### src/rtl/core/crp_pkg.sv
// ----------------------------------------------------------------------------
// crp_pkg: shared types and constants for the cell reference parser
// Character classes, the queue word format, limits and register indexes.
// ----------------------------------------------------------------------------
package crp_pkg;

  localparam int ROW_W = 21;
  localparam int COL_W = 15;

  localparam logic [ROW_W-1:0] ROW_MAX_LIMIT = 21'd1048576;
  localparam logic [COL_W-1:0] COL_MAX_LIMIT = 15'd16384;
  localparam logic [ROW_W-1:0] ROW_SAT       = 21'd1048577;
  localparam logic [COL_W-1:0] COL_SAT       = 15'd16385;

  localparam logic [7:0] CHAR_DOLLAR  = 8'h24;
  localparam logic [7:0] CHAR_ZERO    = 8'h30;
  localparam logic [7:0] CHAR_NINE    = 8'h39;
  localparam logic [7:0] CHAR_UPPER_A = 8'h41;
  localparam logic [7:0] CHAR_UPPER_Z = 8'h5A;
  localparam logic [7:0] CHAR_LOWER_A = 8'h61;
  localparam logic [7:0] CHAR_LOWER_Z = 8'h7A;

  // queue between front and back
  localparam int QUEUE_DEPTH = 4;
  localparam int QPTR_W      = $clog2(QUEUE_DEPTH);
  localparam int QCNT_W      = $clog2(QUEUE_DEPTH + 1);

  // register word index (paddr[2])
  localparam logic REG_ROW_LIMIT = 1'b0;
  localparam logic REG_COL_LIMIT = 1'b1;

  typedef enum logic [2:0] {
    CLS_NONE,
    CLS_DOLLAR,
    CLS_LETTER,
    CLS_DIGIT,
    CLS_OTHER
  } char_class_t;

  // classified word: letter value 1..26 or digit value 0..9
  typedef struct packed {
    char_class_t cls;
    logic [4:0]  value;
    logic        last;
  } word_t;

  // queue status seen by the front and the back
  typedef struct packed {
    logic full;
    logic empty;
  } queue_status_t;

endpackage

### src/rtl/core/crp_front.sv
// ----------------------------------------------------------------------------
// crp_front: input handshake and character classification
// Turns each accepted character into a class and a small value for the queue.
// ----------------------------------------------------------------------------
module crp_front import crp_pkg::*; (
  input  logic          in_valid,
  output logic          in_stall,
  input  logic [7:0]    in_char_code,
  input  logic          in_char_present,
  input  logic          in_last_char,
  input  queue_status_t q_status,
  output logic          q_push,
  output word_t         q_wdata
);

  assign in_stall = q_status.full;
  assign q_push   = in_valid && !q_status.full;

  always_comb begin
    q_wdata.last  = in_last_char;
    q_wdata.value = 5'd0;
    if (!in_char_present) begin
      q_wdata.cls = CLS_NONE;
    end else if (in_char_code == CHAR_DOLLAR) begin
      q_wdata.cls = CLS_DOLLAR;
    end else if (in_char_code inside {[CHAR_UPPER_A:CHAR_UPPER_Z]}) begin
      q_wdata.cls   = CLS_LETTER;
      q_wdata.value = 5'(in_char_code - CHAR_UPPER_A + 8'd1);
    end else if (in_char_code inside {[CHAR_LOWER_A:CHAR_LOWER_Z]}) begin
      q_wdata.cls   = CLS_LETTER;
      q_wdata.value = 5'(in_char_code - CHAR_LOWER_A + 8'd1);
    end else if (in_char_code inside {[CHAR_ZERO:CHAR_NINE]}) begin
      q_wdata.cls   = CLS_DIGIT;
      q_wdata.value = 5'(in_char_code - CHAR_ZERO);
    end else begin
      q_wdata.cls = CLS_OTHER;
    end
  end

endmodule

### src/rtl/core/crp_queue.sv
// ----------------------------------------------------------------------------
// crp_queue: short word queue between front and back
// Register-based FIFO; push and pop may happen in the same cycle.
// ----------------------------------------------------------------------------
module crp_queue import crp_pkg::*; (
  input  logic          clk,
  input  logic          rst_n,
  input  logic          push,
  input  word_t         wdata,
  input  logic          pop,
  output word_t         head,
  output queue_status_t status
);

  word_t             mem_r [QUEUE_DEPTH];
  logic [QPTR_W-1:0] wr_ptr_r, wr_ptr_nxt;
  logic [QPTR_W-1:0] rd_ptr_r, rd_ptr_nxt;
  logic [QCNT_W-1:0] count_r, count_nxt;

  assign status.full  = (count_r == QCNT_W'(QUEUE_DEPTH));
  assign status.empty = (count_r == '0);
  assign head         = mem_r[rd_ptr_r];

  always_comb begin
    wr_ptr_nxt = wr_ptr_r;
    rd_ptr_nxt = rd_ptr_r;
    count_nxt  = count_r;
    if (push) begin
      wr_ptr_nxt = (wr_ptr_r == QPTR_W'(QUEUE_DEPTH - 1)) ? '0 : wr_ptr_r + 1'b1;
    end
    if (pop) begin
      rd_ptr_nxt = (rd_ptr_r == QPTR_W'(QUEUE_DEPTH - 1)) ? '0 : rd_ptr_r + 1'b1;
    end
    if (push && !pop) begin
      count_nxt = count_r + 1'b1;
    end else if (pop && !push) begin
      count_nxt = count_r - 1'b1;
    end
  end

  always_ff @(posedge clk) begin
    if (!rst_n) begin
      wr_ptr_r <= '0;
      rd_ptr_r <= '0;
      count_r  <= '0;
    end else begin
      wr_ptr_r <= wr_ptr_nxt;
      rd_ptr_r <= rd_ptr_nxt;
      count_r  <= count_nxt;
    end
  end

  always_ff @(posedge clk) begin
    if (push) begin
      mem_r[wr_ptr_r] <= wdata;
    end
  end

  a_no_pop_empty: assert property (@(posedge clk) disable iff (!rst_n)
    pop |-> !status.empty)
    else $error("queue popped while empty");

  a_no_push_full: assert property (@(posedge clk) disable iff (!rst_n)
    push |-> !status.full)
    else $error("queue pushed while full");

  a_count_bound: assert property (@(posedge clk) disable iff (!rst_n)
    count_r <= QCNT_W'(QUEUE_DEPTH))
    else $error("queue count beyond depth");

endmodule

### src/rtl/core/crp_back.sv
// ----------------------------------------------------------------------------
// crp_back: parse state, accumulators and result register
// Executes one classified word per cycle while the queue holds words and, for a
// last word, the result register is free; emits a result on the last word.
module crp_back import crp_pkg::*; (
  input  logic             clk,
  input  logic             rst_n,
  input  word_t            head,
  input  queue_status_t    q_status,
  output logic             q_pop,
  input  logic [ROW_W-1:0] row_limit,
  input  logic [COL_W-1:0] column_limit,
  output logic             out_valid,
  input  logic             out_stall,
  output logic [ROW_W-1:0] out_row_number,
  output logic [COL_W-1:0] out_column_number,
  output logic             out_is_valid
);

  logic             row_phase_r, row_phase_nxt;
  logic [COL_W-1:0] col_sum_r, col_sum_nxt;
  logic [ROW_W-1:0] row_sum_r, row_sum_nxt;
  logic             seen_letter_r, seen_letter_nxt;
  logic             seen_digit_r, seen_digit_nxt;
  logic             bad_r, bad_nxt;

  logic             out_valid_r, out_valid_nxt;
  logic [ROW_W-1:0] out_row_r, out_row_nxt;
  logic [COL_W-1:0] out_col_r, out_col_nxt;
  logic             out_ok_r, out_ok_nxt;

  logic             slot_free;
  logic [19:0]      col_acc;
  logic [24:0]      row_acc;
  logic [COL_W-1:0] col_upd;
  logic [ROW_W-1:0] row_upd;
  logic [ROW_W-1:0] rl;
  logic [COL_W-1:0] cl;
  logic             ok;

  assign slot_free = !out_valid_r || !out_stall;
  assign q_pop     = !q_status.empty && (!head.last || slot_free);

  // x26 = x16 + x8 + x2, x10 = x8 + x2
  assign col_acc = (20'(col_sum_r) << 4) + (20'(col_sum_r) << 3) + (20'(col_sum_r) << 1)
                 + 20'(head.value);
  assign row_acc = (25'(row_sum_r) << 3) + (25'(row_sum_r) << 1) + 25'(head.value);
  assign col_upd = (col_acc > 20'(COL_SAT)) ? COL_SAT : col_acc[COL_W-1:0];
  assign row_upd = (row_acc > 25'(ROW_SAT)) ? ROW_SAT : row_acc[ROW_W-1:0];

  assign rl = (row_limit > ROW_MAX_LIMIT) ? ROW_MAX_LIMIT : row_limit;
  assign cl = (column_limit > COL_MAX_LIMIT) ? COL_MAX_LIMIT : column_limit;

  always_comb begin
    row_phase_nxt   = row_phase_r;
    col_sum_nxt     = col_sum_r;
    row_sum_nxt     = row_sum_r;
    seen_letter_nxt = seen_letter_r;
    seen_digit_nxt  = seen_digit_r;
    bad_nxt         = bad_r;

    if (!row_phase_r) begin
      case (head.cls)
        CLS_NONE, CLS_DOLLAR: begin
        end
        CLS_LETTER: begin
          col_sum_nxt     = col_upd;
          seen_letter_nxt = 1'b1;
        end
        CLS_DIGIT: begin
          // first digit or other non-letter, non-dollar character ends the column phase
          row_phase_nxt  = 1'b1;
          bad_nxt        = bad_r || !seen_letter_r;
          row_sum_nxt    = row_upd;
          seen_digit_nxt = 1'b1;
        end
        default: begin
          row_phase_nxt = 1'b1;
          bad_nxt       = 1'b1;
        end
      endcase
    end else begin
      case (head.cls)
        CLS_NONE, CLS_DOLLAR: begin
        end
        CLS_DIGIT: begin
          row_sum_nxt    = row_upd;
          seen_digit_nxt = 1'b1;
        end
        default: begin
          bad_nxt = 1'b1;
        end
      endcase
    end

    ok = !bad_nxt && seen_letter_nxt && seen_digit_nxt &&
         (row_sum_nxt != '0) && (row_sum_nxt <= rl) &&
         (col_sum_nxt != '0) && (col_sum_nxt <= cl);

    out_valid_nxt = out_valid_r && out_stall;
    out_row_nxt   = out_row_r;
    out_col_nxt   = out_col_r;
    out_ok_nxt    = out_ok_r;

    if (q_pop && head.last) begin
      out_valid_nxt   = 1'b1;
      out_row_nxt     = ok ? row_sum_nxt : '0;
      out_col_nxt     = ok ? col_sum_nxt : '0;
      out_ok_nxt      = ok;
      row_phase_nxt   = 1'b0;
      col_sum_nxt     = '0;
      row_sum_nxt     = '0;
      seen_letter_nxt = 1'b0;
      seen_digit_nxt  = 1'b0;
      bad_nxt         = 1'b0;
    end
  end

  always_ff @(posedge clk) begin
    if (!rst_n) begin
      row_phase_r   <= 1'b0;
      col_sum_r     <= '0;
      row_sum_r     <= '0;
      seen_letter_r <= 1'b0;
      seen_digit_r  <= 1'b0;
      bad_r         <= 1'b0;
      out_valid_r   <= 1'b0;
    end else begin
      out_valid_r <= out_valid_nxt;
      if (q_pop) begin
        row_phase_r   <= row_phase_nxt;
        col_sum_r     <= col_sum_nxt;
        row_sum_r     <= row_sum_nxt;
        seen_letter_r <= seen_letter_nxt;
        seen_digit_r  <= seen_digit_nxt;
        bad_r         <= bad_nxt;
      end
    end
  end

  always_ff @(posedge clk) begin
    out_row_r <= out_row_nxt;
    out_col_r <= out_col_nxt;
    out_ok_r  <= out_ok_nxt;
  end

  assign out_valid         = out_valid_r;
  assign out_row_number    = out_row_r;
  assign out_column_number = out_col_r;
  assign out_is_valid      = out_ok_r;

  a_invalid_zero: assert property (@(posedge clk) disable iff (!rst_n)
    out_valid_r && !out_ok_r |-> (out_row_r == '0) && (out_col_r == '0))
    else $error("invalid result carries nonzero fields");

  a_valid_range: assert property (@(posedge clk) disable iff (!rst_n)
    out_valid_r && out_ok_r |-> (out_row_r != '0) && (out_row_r <= ROW_MAX_LIMIT) &&
                                (out_col_r != '0) && (out_col_r <= COL_MAX_LIMIT))
    else $error("valid result out of range");

  a_clear_after_last: assert property (@(posedge clk) disable iff (!rst_n)
    q_pop && head.last |=> !row_phase_r && (col_sum_r == '0) && (row_sum_r == '0) &&
                           !bad_r && !seen_letter_r && !seen_digit_r)
    else $error("parse state not cleared after last word");

  a_no_overwrite: assert property (@(posedge clk) disable iff (!rst_n)
    out_valid_r && out_stall |-> !(q_pop && head.last))
    else $error("result taken into a busy output register");

endmodule

### src/rtl/core/cell_reference_parser_core.sv
// ----------------------------------------------------------------------------
// cell_reference_parser_core: A1-style cell reference parser
// A last word's result is registered in the result register when the back
// pops it from the queue, which it does only once that register is free.
// Throughput: one character word per cycle while the queue is not full
// (classify in front, x26 / x10 multiply-add and limit check in back).
// Reset (rst_n low, synchronous): queue empty, parse state cleared, no
// result pending, row_limit = 1048576, column_limit = 16384.
// ----------------------------------------------------------------------------
module cell_reference_parser_core import crp_pkg::*; (
  input  logic             clk,
  input  logic             rst_n,

  // input channel: one character word per handshake
  input  logic             in_valid,
  output logic             in_stall,
  input  logic [7:0]       in_char_code,
  input  logic             in_char_present,
  input  logic             in_last_char,

  // result channel: one word per reference
  output logic             out_valid,
  input  logic             out_stall,
  output logic [ROW_W-1:0] out_row_number,
  output logic [COL_W-1:0] out_column_number,
  output logic             out_is_valid,

  // APB configuration port
  input  logic             psel,
  input  logic             penable,
  input  logic             pwrite,
  input  logic [2:0]       paddr,
  input  logic [31:0]      pwdata,
  output logic [31:0]      prdata,
  output logic             pready
);

  // --------------------------------------------------------------------------
  // Configuration registers. Word index is paddr[2]; low address bits are
  // ignored. Write only while no word is in flight.
  // --------------------------------------------------------------------------
  logic [ROW_W-1:0] row_limit_r, row_limit_nxt;
  logic [COL_W-1:0] col_limit_r, col_limit_nxt;
  logic             cfg_wr;
  logic             cfg_sel;

  assign pready  = 1'b1;
  assign cfg_sel = paddr[2];
  assign cfg_wr  = psel && penable && pwrite && pready;

  always_comb begin
    row_limit_nxt = row_limit_r;
    col_limit_nxt = col_limit_r;
    if (cfg_wr) begin
      case (cfg_sel)
        REG_ROW_LIMIT: row_limit_nxt = pwdata[ROW_W-1:0];
        REG_COL_LIMIT: col_limit_nxt = pwdata[COL_W-1:0];
        default: begin
        end
      endcase
    end
  end

  always_ff @(posedge clk) begin
    if (!rst_n) begin
      row_limit_r <= ROW_MAX_LIMIT;
      col_limit_r <= COL_MAX_LIMIT;
    end else begin
      row_limit_r <= row_limit_nxt;
      col_limit_r <= col_limit_nxt;
    end
  end

  always_comb begin
    case (cfg_sel)
      REG_ROW_LIMIT: prdata = 32'(row_limit_r);
      REG_COL_LIMIT: prdata = 32'(col_limit_r);
      default:       prdata = '0;
    endcase
  end

  // --------------------------------------------------------------------------
  // Front: handshake and classification, straight into the queue.
  // --------------------------------------------------------------------------
  queue_status_t q_status;
  logic          q_push;
  logic          q_pop;
  word_t         q_wdata;
  word_t         q_head;

  crp_front u_front (
    .in_valid        (in_valid),
    .in_stall        (in_stall),
    .in_char_code    (in_char_code),
    .in_char_present (in_char_present),
    .in_last_char    (in_last_char),
    .q_status        (q_status),
    .q_push          (q_push),
    .q_wdata         (q_wdata)
  );

  // --------------------------------------------------------------------------
  // Queue: decouples input stalls from a blocked result register.
  // --------------------------------------------------------------------------
  crp_queue u_queue (
    .clk    (clk),
    .rst_n  (rst_n),
    .push   (q_push),
    .wdata  (q_wdata),
    .pop    (q_pop),
    .head   (q_head),
    .status (q_status)
  );

  // --------------------------------------------------------------------------
  // Back: accumulators, phase tracking, limit check and result register.
  // Non-last words drain even while a result waits; a last word waits for
  // the output register to free up.
  // --------------------------------------------------------------------------
  crp_back u_back (
    .clk               (clk),
    .rst_n             (rst_n),
    .head              (q_head),
    .q_status          (q_status),
    .q_pop             (q_pop),
    .row_limit         (row_limit_r),
    .column_limit      (col_limit_r),
    .out_valid         (out_valid),
    .out_stall         (out_stall),
    .out_row_number    (out_row_number),
    .out_column_number (out_column_number),
    .out_is_valid      (out_is_valid)
  );

endmodule
### config.mk
export PLATFORM = sky130hd
export DESIGN_NAME = cell_reference_parser_core
export DESIGN_NICKNAME = d
export VERILOG_FILES = /design/src/rtl/core/crp_pkg.sv /design/src/rtl/core/crp_front.sv /design/src/rtl/core/crp_queue.sv /design/src/rtl/core/crp_back.sv /design/src/rtl/core/cell_reference_parser_core.sv
export SDC_FILE = /design/constraint.sdc
export NUM_CORES = 1
export LEC_CHECK = 0
export BUFFER_PORTS_ARGS = -buffer_cell sky130_fd_sc_hd__buf_2
export CORE_MARGIN = 2
export CORE_UTILIZATION = 45
export CTS_CLUSTER_DIAMETER = 200
export DETAILED_ROUTE_END_ITERATION = 12
export GPL_TIMING_DRIVEN = 0
export MAX_ROUTING_LAYER = met4
export PLACE_DENSITY_LB_ADDON = 0.12
export RECOVER_POWER = 50
export SYNTH_ARGS = -nofsm -noshare
export SYNTH_HDL_FRONTEND = slang
export SYNTH_SLANG_ARGS = --single-unit
### constraint.sdc
create_clock -name clk -period 13.9 [get_ports clk]
set_input_delay 0.695 -clock clk [delete_from_list [all_inputs] [get_ports clk]]
set_output_delay 0.695 -clock clk [all_outputs]
set_load 0.03 [all_outputs]
-- Yosys cells after proc, flatten, opt, wreduce, memory -nomap -nowiden
Memory sizes are Yosys's and may differ from the RTL's. A register that Yosys moved wholly into a read port is not among the register bits.
Cells that the tools add are included.
- output and inout port bits: 72
- memories kept: 1
- flip-flop bits (word level): 121
- logic and storage cells: 127
- bits in writable memories: 36
- input port bits: 52
- equality and inequality tests: 7
- muxes and demuxes: 39
- bitwise gates (word level): 1
- reduce and logical (&&, ||, !) cells: 38
- add/subtract/negate cells: 14
- $lt $le $gt $ge: 12
- memory list (memory ; words ; width ; read ports ; clocked after memory_dff ; wr ports ; RTL line ; source):
    u_queue.mem_r ; 4 ; 9 ; 1 ; 1 ; 1 ; crp_queue.sv:15 ; word_t mem_r [QUEUE_DEPTH];
- operators with widths (kind ; count):
    21-bit two-way mux ; 4
    15-bit two-way mux ; 5
    32-bit case mux with 2 select lines ; 1
    24-bit by 22-bit adder with 25-bit output ; 1
    25-bit by 5-bit adder with 25-bit output ; 1
    25-bit by 21-bit > comparator with 1-bit output (second input constant) ; 1
    21-bit > comparator (second input constant) ; 1
    21-bit less-or-equal comparator ; 1
    21-bit nonzero test ; 1
    19-bit by 18-bit adder with 20-bit output ; 1
    20-bit by 16-bit adder with 20-bit output ; 1
    20-bit by 5-bit adder with 20-bit output ; 1
    20-bit by 15-bit > comparator with 1-bit output (second input constant) ; 1
    1-bit logical AND ; 17
    8-bit by 7-bit >= comparator with 1-bit output (second input constant) ; 2
    8-bit by 7-bit less-or-equal comparator with 1-bit output (second input constant) ; 2
    8-bit two-way mux ; 2
    15-bit > comparator (second input constant) ; 1
    15-bit less-or-equal comparator ; 1
    3-bit two-way mux ; 5
    5-bit two-way mux ; 3
    15-bit nonzero test ; 1
    1-bit two-way mux ; 14
    5-bit by 1-bit adder with 5-bit output (second input constant) ; 2
    other kinds (21) ; 41

-- Depth between registers and ports, before layout
Gate-level depths: netlist of the first run.
- depth in word-level cells: 11
- gate-level depth with buffers: 29
- mapped depth without buffers: 25

-- Hierarchy
Synthesis of the first run repeated with hierarchy kept, for this count alone.
- cells, all modules: 1276
- area total of the unflattened synthesis: 11815.1 sq um
- by module, submodules not included (module ; area an instance (sq um) ; instances ; cells an instance ; sequential area each (sq um)):
    crp_back ; 8137.8 ; 1 ; 973 ; 1931.9
    crp_queue ; 1757.9 ; 1 ; 91 ; 1261.2
    cell_reference_parser_core ; 1694.1 ; 1 ; 179 ; 720.7
    crp_front ; 225.2 ; 1 ; 33 ; 0.0

-- Worst setup path after synthesis of the first run
Ideal clock, no wire load.
- kind: register -> register
- from: register with a tool-made name
- to: register u_back.out_col_r[3] (netlist: u_back.out_column_number[3]), data pin
- setup slack: 7.221 ns
- cell stages (with the launch flop): 30
- data required time: 13.751 ns
- arrival time: 6.530 ns
- clock period less this slack: 6.679 ns
- buffers on the path: 5
- library setup time: 0.149 ns
- cells stage by stage: dfxtp_1 clkbuf_1 mux4_2 inv_1 fa_1 inv_1 fa_1 inv_1 fa_1 nor2b_1 o2111ai_1 a21oi_2 a21oi_1 mux2_2 or4_1 buf_2 nor3_1 buf_2 a22oi_1 inv_1 ha_1 nand4_1 nor4_1 o22ai_1 or3_4 a221oi_4 a21bo_2 buf_6 buf_6 nor3b_2
- RTL lines (element ; RTL line ; source):
    end signal, assigned ; crp_back.sv:143 ; out_col_r <= out_col_nxt;
    end, declared ; crp_back.sv:29 ; logic [COL_W-1:0] out_col_r, out_col_nxt;

==> results.txt, run 1 <==
Status: finished, final reports clean
CP Buf/Inv Count: 7
Critical path's slowest cell: fa_1
PortBufs: 96
WP depth: 27
Yosys Warn Count: 0
Metal-1 WL: 15160 µm
Static Leakage: 5.414 nW
GP Congestion: 0.8775
Clock share of power: 0.268
Sequential cell area: 3914 µm²
Least-Margin Pin Slew: 0.9359 ns
Register area share after synthesis: 0.3446
Fin. max-slew vios: 0
Syn Area/Cell: 9.402 µm²
#FFs+latches synth: 159
Final setup margin: 5.610 ns
Rel. slew slack: 0.3731
Clk slew on worst S/H paths: 0.08 ns
CP Data Required Time: 14.14 ns
Sw frac: 0.4288
Combinational Power Share: 0.398
WS Path Type: flip-flop to flip-flop
Initial Util: 0.4549
Data arrival, critical path: 8.53 ns
Hold buffer count at CTS: 0
EDFF count, synth: 73
Clk_lat worst skew: 0.45 ns
FF-to-FF path depth: 27
Sequential share of power: 0.334
First-pass GRT wire length: 50450 µm
Setup bufs post-CTS: 0
Top delay family on crit path: simple AND/OR/NAND/NOR gates
Clk sink count: 159
Total number of vias: 9545
CTS Buffer Depth: 2
Post-CTS sizing: 0
NetSw: 0.0007819 W
Final WL: 32500 µm
Final instance area: 12850 µm²
Area of the multi-input gates: 6987 µm²
Metal2 WL: 15030 µm
Cell variety after synth: 85
Total track usage: 0.2549
P&R area growth vs syn: 13.19%
Core Rows: 58
Met3 wire len: 1426 µm
Hold crit path type: flip-flop to flip-flop
Hold path depth: 2
DRT iter0 DRCs: 665
Final ANT Viol Nets: 0
Worst vdd ir: 98.68 µV
NumNets Final: 1522
# IOs: 124
F_max: 0.1206 GHz
Internal: 0.001041 W
Global route overflow: 0
H-Tree Depth: 4
Inst Count DP: 1644
Largest net degree at the start of global routing: 38
Final setup viols: 0
CP Capture Type: flip-flop
Top Layer Used: met4
Average routed wire per standard cell: 19.39 µm
RSZ-0062 raised after global routing: no
Vias per cell: 5.695
Drt pass-1 iters: 5
Cell Count, Final, Fillers Out: 1676
Vias in the first global route: 9069
CTS Buf Count: 17
Share of cells above drive strength 1: 0.1278
CTS tree: yes
Clock tree root driver cell: clkbuf_16
Max Cap Viol: 0
Initial antenna violation count: 0
Post-Syn Area: 11360 µm²
Die height: 162.9 µm
Final setup TNS: 0 ns
Pwr/cell area: 141.8 nW/µm²
Die area: 26530 µm²
Final Critical Period: 8.290 ns
Setup WS pre-CTS: 5.613 ns
Final Hold Fails: 0
Die W: 162.9 µm
Core Area: 24960 µm²
FILL cells: 2337
Dpl cell area: 12290 µm²
CP max FO: 10
Tcrit/Tclk final: 0.5964
CP max stage delay: 0.53 ns
Cells after synthesis: 1208
Async SR Flop Fraction: 0
Most frequent cells in the layout: nand2_1, ha_1, dfxtp_1
DRC: 0
Final Skew: 0.01465 ns
Fin util: 0.5149
Commonest non-fill, non-tap cell in the layout: nand2_1
Post-synth top flop: dfxtp_1
CP Launch Type: flip-flop
# diodes: 0
Detailed placer's ending HPWL: 25370 µm
-- synth_stat cells (all sizes together) (6+ instances only) --
cell type	number	area (µm²)
xor2	13	113.9
nor4	18	118.9
dfxtp	86	1722
o21a	7	52.55
a21oi	54	274.0
buf	29	195.2
a21o	18	135.1
a32oi	19	166.4
nand2	181	679.4
nand4	11	68.82
inv	42	157.7
clkbuf	36	137.6
edfxtp	73	2192
or3	12	80.08
nor3	18	101.4
ha	118	1476
and2	26	162.7
a21boi	49	367.8
o21ai	52	260.3
mux4	9	214.0
xnor2	22	192.7
nor3b	14	125.1
o211ai	8	60.06
mux2	21	240.2
or2	6	37.54
a211oi	9	67.56
nand3	22	110.1
a22o	19	166.4
nor2	58	217.7
and3	7	43.79
fa	19	380.4
nor2b	50	312.8
-- power by group through the flow --
stage / clock, W / sequential [W] / combinational, W
3_3_place_gp: 0 / 0.000619 / 0.000722
6_report: 0.000489 / 0.000609 / 0.000725
5_1_grt: 0.000515 / 0.000616 / 0.000790
4_1_cts: 0.000493 / 0.000608 / 0.000734
2_1_floorplan: 0 / 0.000690 / 0.000434
3_5_place_dp: 0 / 0.000618 / 0.000731
-- final timing paths --
check	startpoint	slack, ns	endpoint
max	flip-flop	5.61	u_back.out_column_number[13]$_SDFFCE_PN0P_
min	u_back.seen_digit_r$_SDFFE_PN0P_	0.50	u_back.seen_digit_r$_SDFFE_PN0P_
max reg2reg	flip-flop	5.61	u_back.out_column_number[13]$_SDFFCE_PN0P_
min reg2reg	u_back.seen_digit_r$_SDFFE_PN0P_	0.50	u_back.seen_digit_r$_SDFFE_PN0P_
-- kinds of logic after synthesis --
family                     Yosys count  synth area share
muxes                               35           0.04440
DFF                                159            0.3446
other                                2         0.0006613
xor gates and xnor gates            35           0.02699
buffers and inverters              108           0.04352
adders and majority gates          137            0.1635
AOI/OAI and AO/OA                  289            0.1803
and+or+nand+nor                    443            0.1960
-- routing by layer --
layer,GRT usage,vias up
met4,0.07804,0
met2,0.4018,274
met3,0.03234,59
li1,-,4648
met5,-,-
met1,0.3436,4564
-- flip-flops by register name (all words and copies together) (netlist names), named ones only --
signal	flops
u_queue.mem_r	36
row_limit_r	21
u_back.out_row_number	21
u_back.row_sum_r	21
col_limit_r	15
u_back.col_sum_r	15
u_back.out_column_number	15
u_queue.count_r	3
u_queue.rd_ptr_r	2
u_queue.wr_ptr_r	2
u_back.bad_r	1
u_back.out_is_valid	1
u_back.out_valid	1
u_back.row_phase_r	1
u_back.seen_digit_r	1
u_back.seen_letter_r	1
-- stage by stage --
step / hold WS [ns] / total power [W]
after floorplan: 0.4374 / 0.001124
after global placement: 0.4529 / 0.001341
after detailed placement: 0.4702 / 0.001349
after CTS: 0.4579 / 0.001835
after global routing: 0.4996 / 0.001922
final: 0.4952 / 0.001823
-- final cells by class --
class                      count  share of cell area
clock buffer                  17             0.03309
tap                          330             0.03212
sequential                   159              0.3045
inverter                      43             0.01256
timing repair buffer          96             0.03348
clock inverter                15             0.01489
buffer                        65             0.02589
multi-input combinational    951              0.5435
-- worst register-to-register path, stage by stage, from the launching register on --
cell and delay (ns):
dfxtp_1 0.31, clkbuf_1 0.43, mux4_2 0.36, inv_1 0.11, fa_1 0.50, inv_1 0.05
fa_1 0.53, inv_1 0.06, fa_1 0.46, nor2b_1 0.18, o2111ai_1 0.18, a21oi_2 0.33
a21oi_1 0.12, mux2_2 0.27, or4_1 0.49, buf_2 0.20, or3_1 0.34, buf_2 0.16
o21ai_0 0.44, ha_1 0.26, nand4_1 0.09, nor4_1 0.41, o22ai_1 0.15, or3_4 0.36
a221oi_4 0.43, a21bo_2 0.30, buf_2 0.22, nor3b_1 0.34
Note: power is estimated with default switching activity, not from simulation.
==> run 2: changes to the inputs <==
Settings changed: ABC_AREA from default to 1.
Clock period 13.9 ns to 7.94 ns, I/O delays scaled along.
==> run 2 against run 1 <==
- non-clock buffer count down 4
- utilization increased by 0.38 points
- register-to-register slack worse by 4.9 ns
- cell area grew 1.6%
- final cell count rose by 20%
- combinational power is 85% higher
- setup slack got worse by 4.9 ns
- synthesized area up 1.7%
- clock skew down 0.0022 ns
- maximum frequency is 14% higher
- sequential share of layout area decreased by 0.48 points
==> results.txt, run 2 <==
CTS Buffer Depth: 2
CP max FO: 10
F_max: 0.1380 GHz
Critical path's slowest cell: a32oi_1
Final Critical Period: 7.248 ns
Die area: 26960 µm²
Hold crit path type: input port to flip-flop
Inst Count DP: 1977
WS Path Type: flip-flop to flip-flop
RSZ-0062 raised after global routing: no
Core Area: 25180 µm²
Synth Area in Adders: 0.1608
Clk slew on worst S/H paths: 0.08 ns
H-Tree Depth: 4
Status: finished, final reports clean
Fin. max-slew vios: 0
Async SR Flop Fraction: 0
PortBufs: 98
Yosys Warn Count: 0
Final ANT Viol Nets: 0
Total number of vias: 10.35k
Setup WS pre-CTS: 0.7110 ns
Compound-cell area share of the yosys netlist: 0.1215
Syn Area/Cell: 7.502 µm²
Most frequent cells in the layout: nand2_1, inv_1, nor2_1
#FFs+latches synth: 159
Final hold slack: 0.1871 ns
CP Launch Type: flip-flop
Xor/xnor share of the synthesized area: 0.008994
CP max stage delay: 0.58 ns
GP Congestion: 0.9322
Hold Startpoint: pwdata[20]
Largest net degree at the start of global routing: 38
Total track usage: 0.2375
DRC: 0
Commonest cells post-synth: nand2_1, inv_1, nor2_1
Register with the most flip-flops: u_queue.mem_r
Post-synth top flop: dfxtp_1
CTS Buf Count: 17
Clk sink count: 159
Cell Count, Final, Fillers Out: 2009
Static Leakage: 5.987 nW
Least-Margin Pin Slew: 0.9210 ns
Top cell type's share of synthesized area: 0.1899
Vias in the first global route: 9621
Register area share after synthesis: 0.3390
Data arrival, critical path: 7.53 ns
Final Hold Fails: 0
CP Data Required Time: 8.22 ns
Hold buffer count at CTS: 0
Share of cells above drive strength 1: 0.1161
Final Skew: 0.01244 ns
NumNets Final: 1855
Final setup TNS: 0 ns
P&R area growth vs syn: 13.13%
Yosys top cell by area: edfxtp_1
DRT iter0 DRCs: 650
Global route overflow: 0
Area contributors post-synth: edfxtp_1, dfxtp_1, ha_1
CP Capture Type: flip-flop
Initial antenna violation count: 0
CTS tree: yes
Clk_lat worst skew: 0.43 ns
Mux cell area share after synthesis: 0
Clock tree root driver cell: clkbuf_16
EDFF count, synth: 73
Worst vdd ir: 148.8 µV
Drt pass-1 iters: 6
Final setup margin: 0.6922 ns
Die W: 164.2 µm
Vias per cell: 5.153
Detailed placer's ending HPWL: 24440 µm
Most frequent CP cell: nand2_1
Post-CTS sizing: 0
Final setup viols: 0
Die height: 164.2 µm
Max Cap Viol: 0
Rel. slew slack: 0.3837
Pwr/cell area: 253.1 nW/µm²
Post-Syn Area: 11550 µm²
Max reg flops: 36
Tcrit/Tclk final: 0.9128
First-pass GRT wire length: 49020 µm
Average routed wire per standard cell: 15.22 µm
Largest family of logic cells by synthesized area: simple AND/OR/NAND/NOR gates
Final WL: 30570 µm
# IOs: 124
Simple-gate share of the synthesized area: 0.2796
Initial Util: 0.4585
# diodes: 0
Setup bufs post-CTS: 0
Cell variety after synth: 54
Commonest non-fill, non-tap cell in the layout: nand2_1
Top-count cell post-synth: nand2_1
Cells after synthesis: 1539
Core Rows: 58
## run 2: worst max-delay path: cells and delay by family, from the launching register on
family	cells	cell delay, ns
simple gates	13	1.63
fa+ha+maj	4	1.84
buf+inv	9	1.34
compound gates	10	1.96
flops	1	0.30
## run 2: metal layers
metal | vias to the layer above | track usage | part of all wire
li1 | 5319 | - | -
met2 | 207 | 0.3652 | 0.44
met1 | 4796 | 0.3375 | 0.50
met5 | - | - | 0
met4 | 0 | 0.05383 | 0.016
met3 | 30 | 0.02525 | 0.040
## run 2: cell type report
| class | instances | area, µm² |
|---|---|---|
| clock inverters | 15 | 212.7 |
| clock buffers | 17 | 425.4 |
| repair buffers | 98 | 427.9 |
| fillers | 2522 | 12120 |
| flip-flops and latches | 159 | 3914 |
| inverters | 177 | 664.4 |
| well taps | 330 | 412.9 |
| plain buffers | 59 | 369.1 |
| multi-input cells | 1154 | 6636 |
## run 2: per-stage QoR
stage	utilization	instance area (µm²)	total power, W
final	0.5187	13060	0.003306
after global routing	0.5187	13060	0.003508
after CTS	0.5212	13130	0.003341
after detailed placement	0.4959	12490	0.002473
after global placement	0.4959	12490	0.002459
after floorplan	-	11580	0.002079
## run 2: logic make-up after synthesis
family                   Yosys count
AND/OR/NAND/NOR                  738
AO/OA/AOI/OAI                    256
buffers and inverters            236
flip-flops                       159
adder cells (fa/ha/maj)          137
XOR/XNOR                          11
other                              2
## run 2: path summary, 6_finish.rpt
| path | cells after the start | slack (ns) | end |
|---|---|---|---|
| worst min-delay path | 3 | 0.19 | row_limit_r[20]$_SDFFE_PN1P_ |
| worst max register to register | 36 | 0.69 | u_back.out_row_number[3]$_SDFFCE_PN0P_ |
| worst min register to register | 2 | 0.48 | u_back.bad_r$_SDFFE_PN0P_ |
| worst max-delay path | 36 | 0.69 | u_back.out_row_number[3]$_SDFFCE_PN0P_ |
## run 2: power by group
| part | total (W) | internal (W) | leakage, nW | switching (W) |
|---|---|---|---|---|
| logic | 0.00134 | 0.000363 | 4.28 | 0.000974 |
| clock network | 0.000868 | 0.000485 | 0.307 | 0.000383 |
| registers | 0.00110 | 0.00103 | 1.40 | 0.0000737 |
| total | 0.00331 | 0.00188 | 5.99 | 0.00143 |
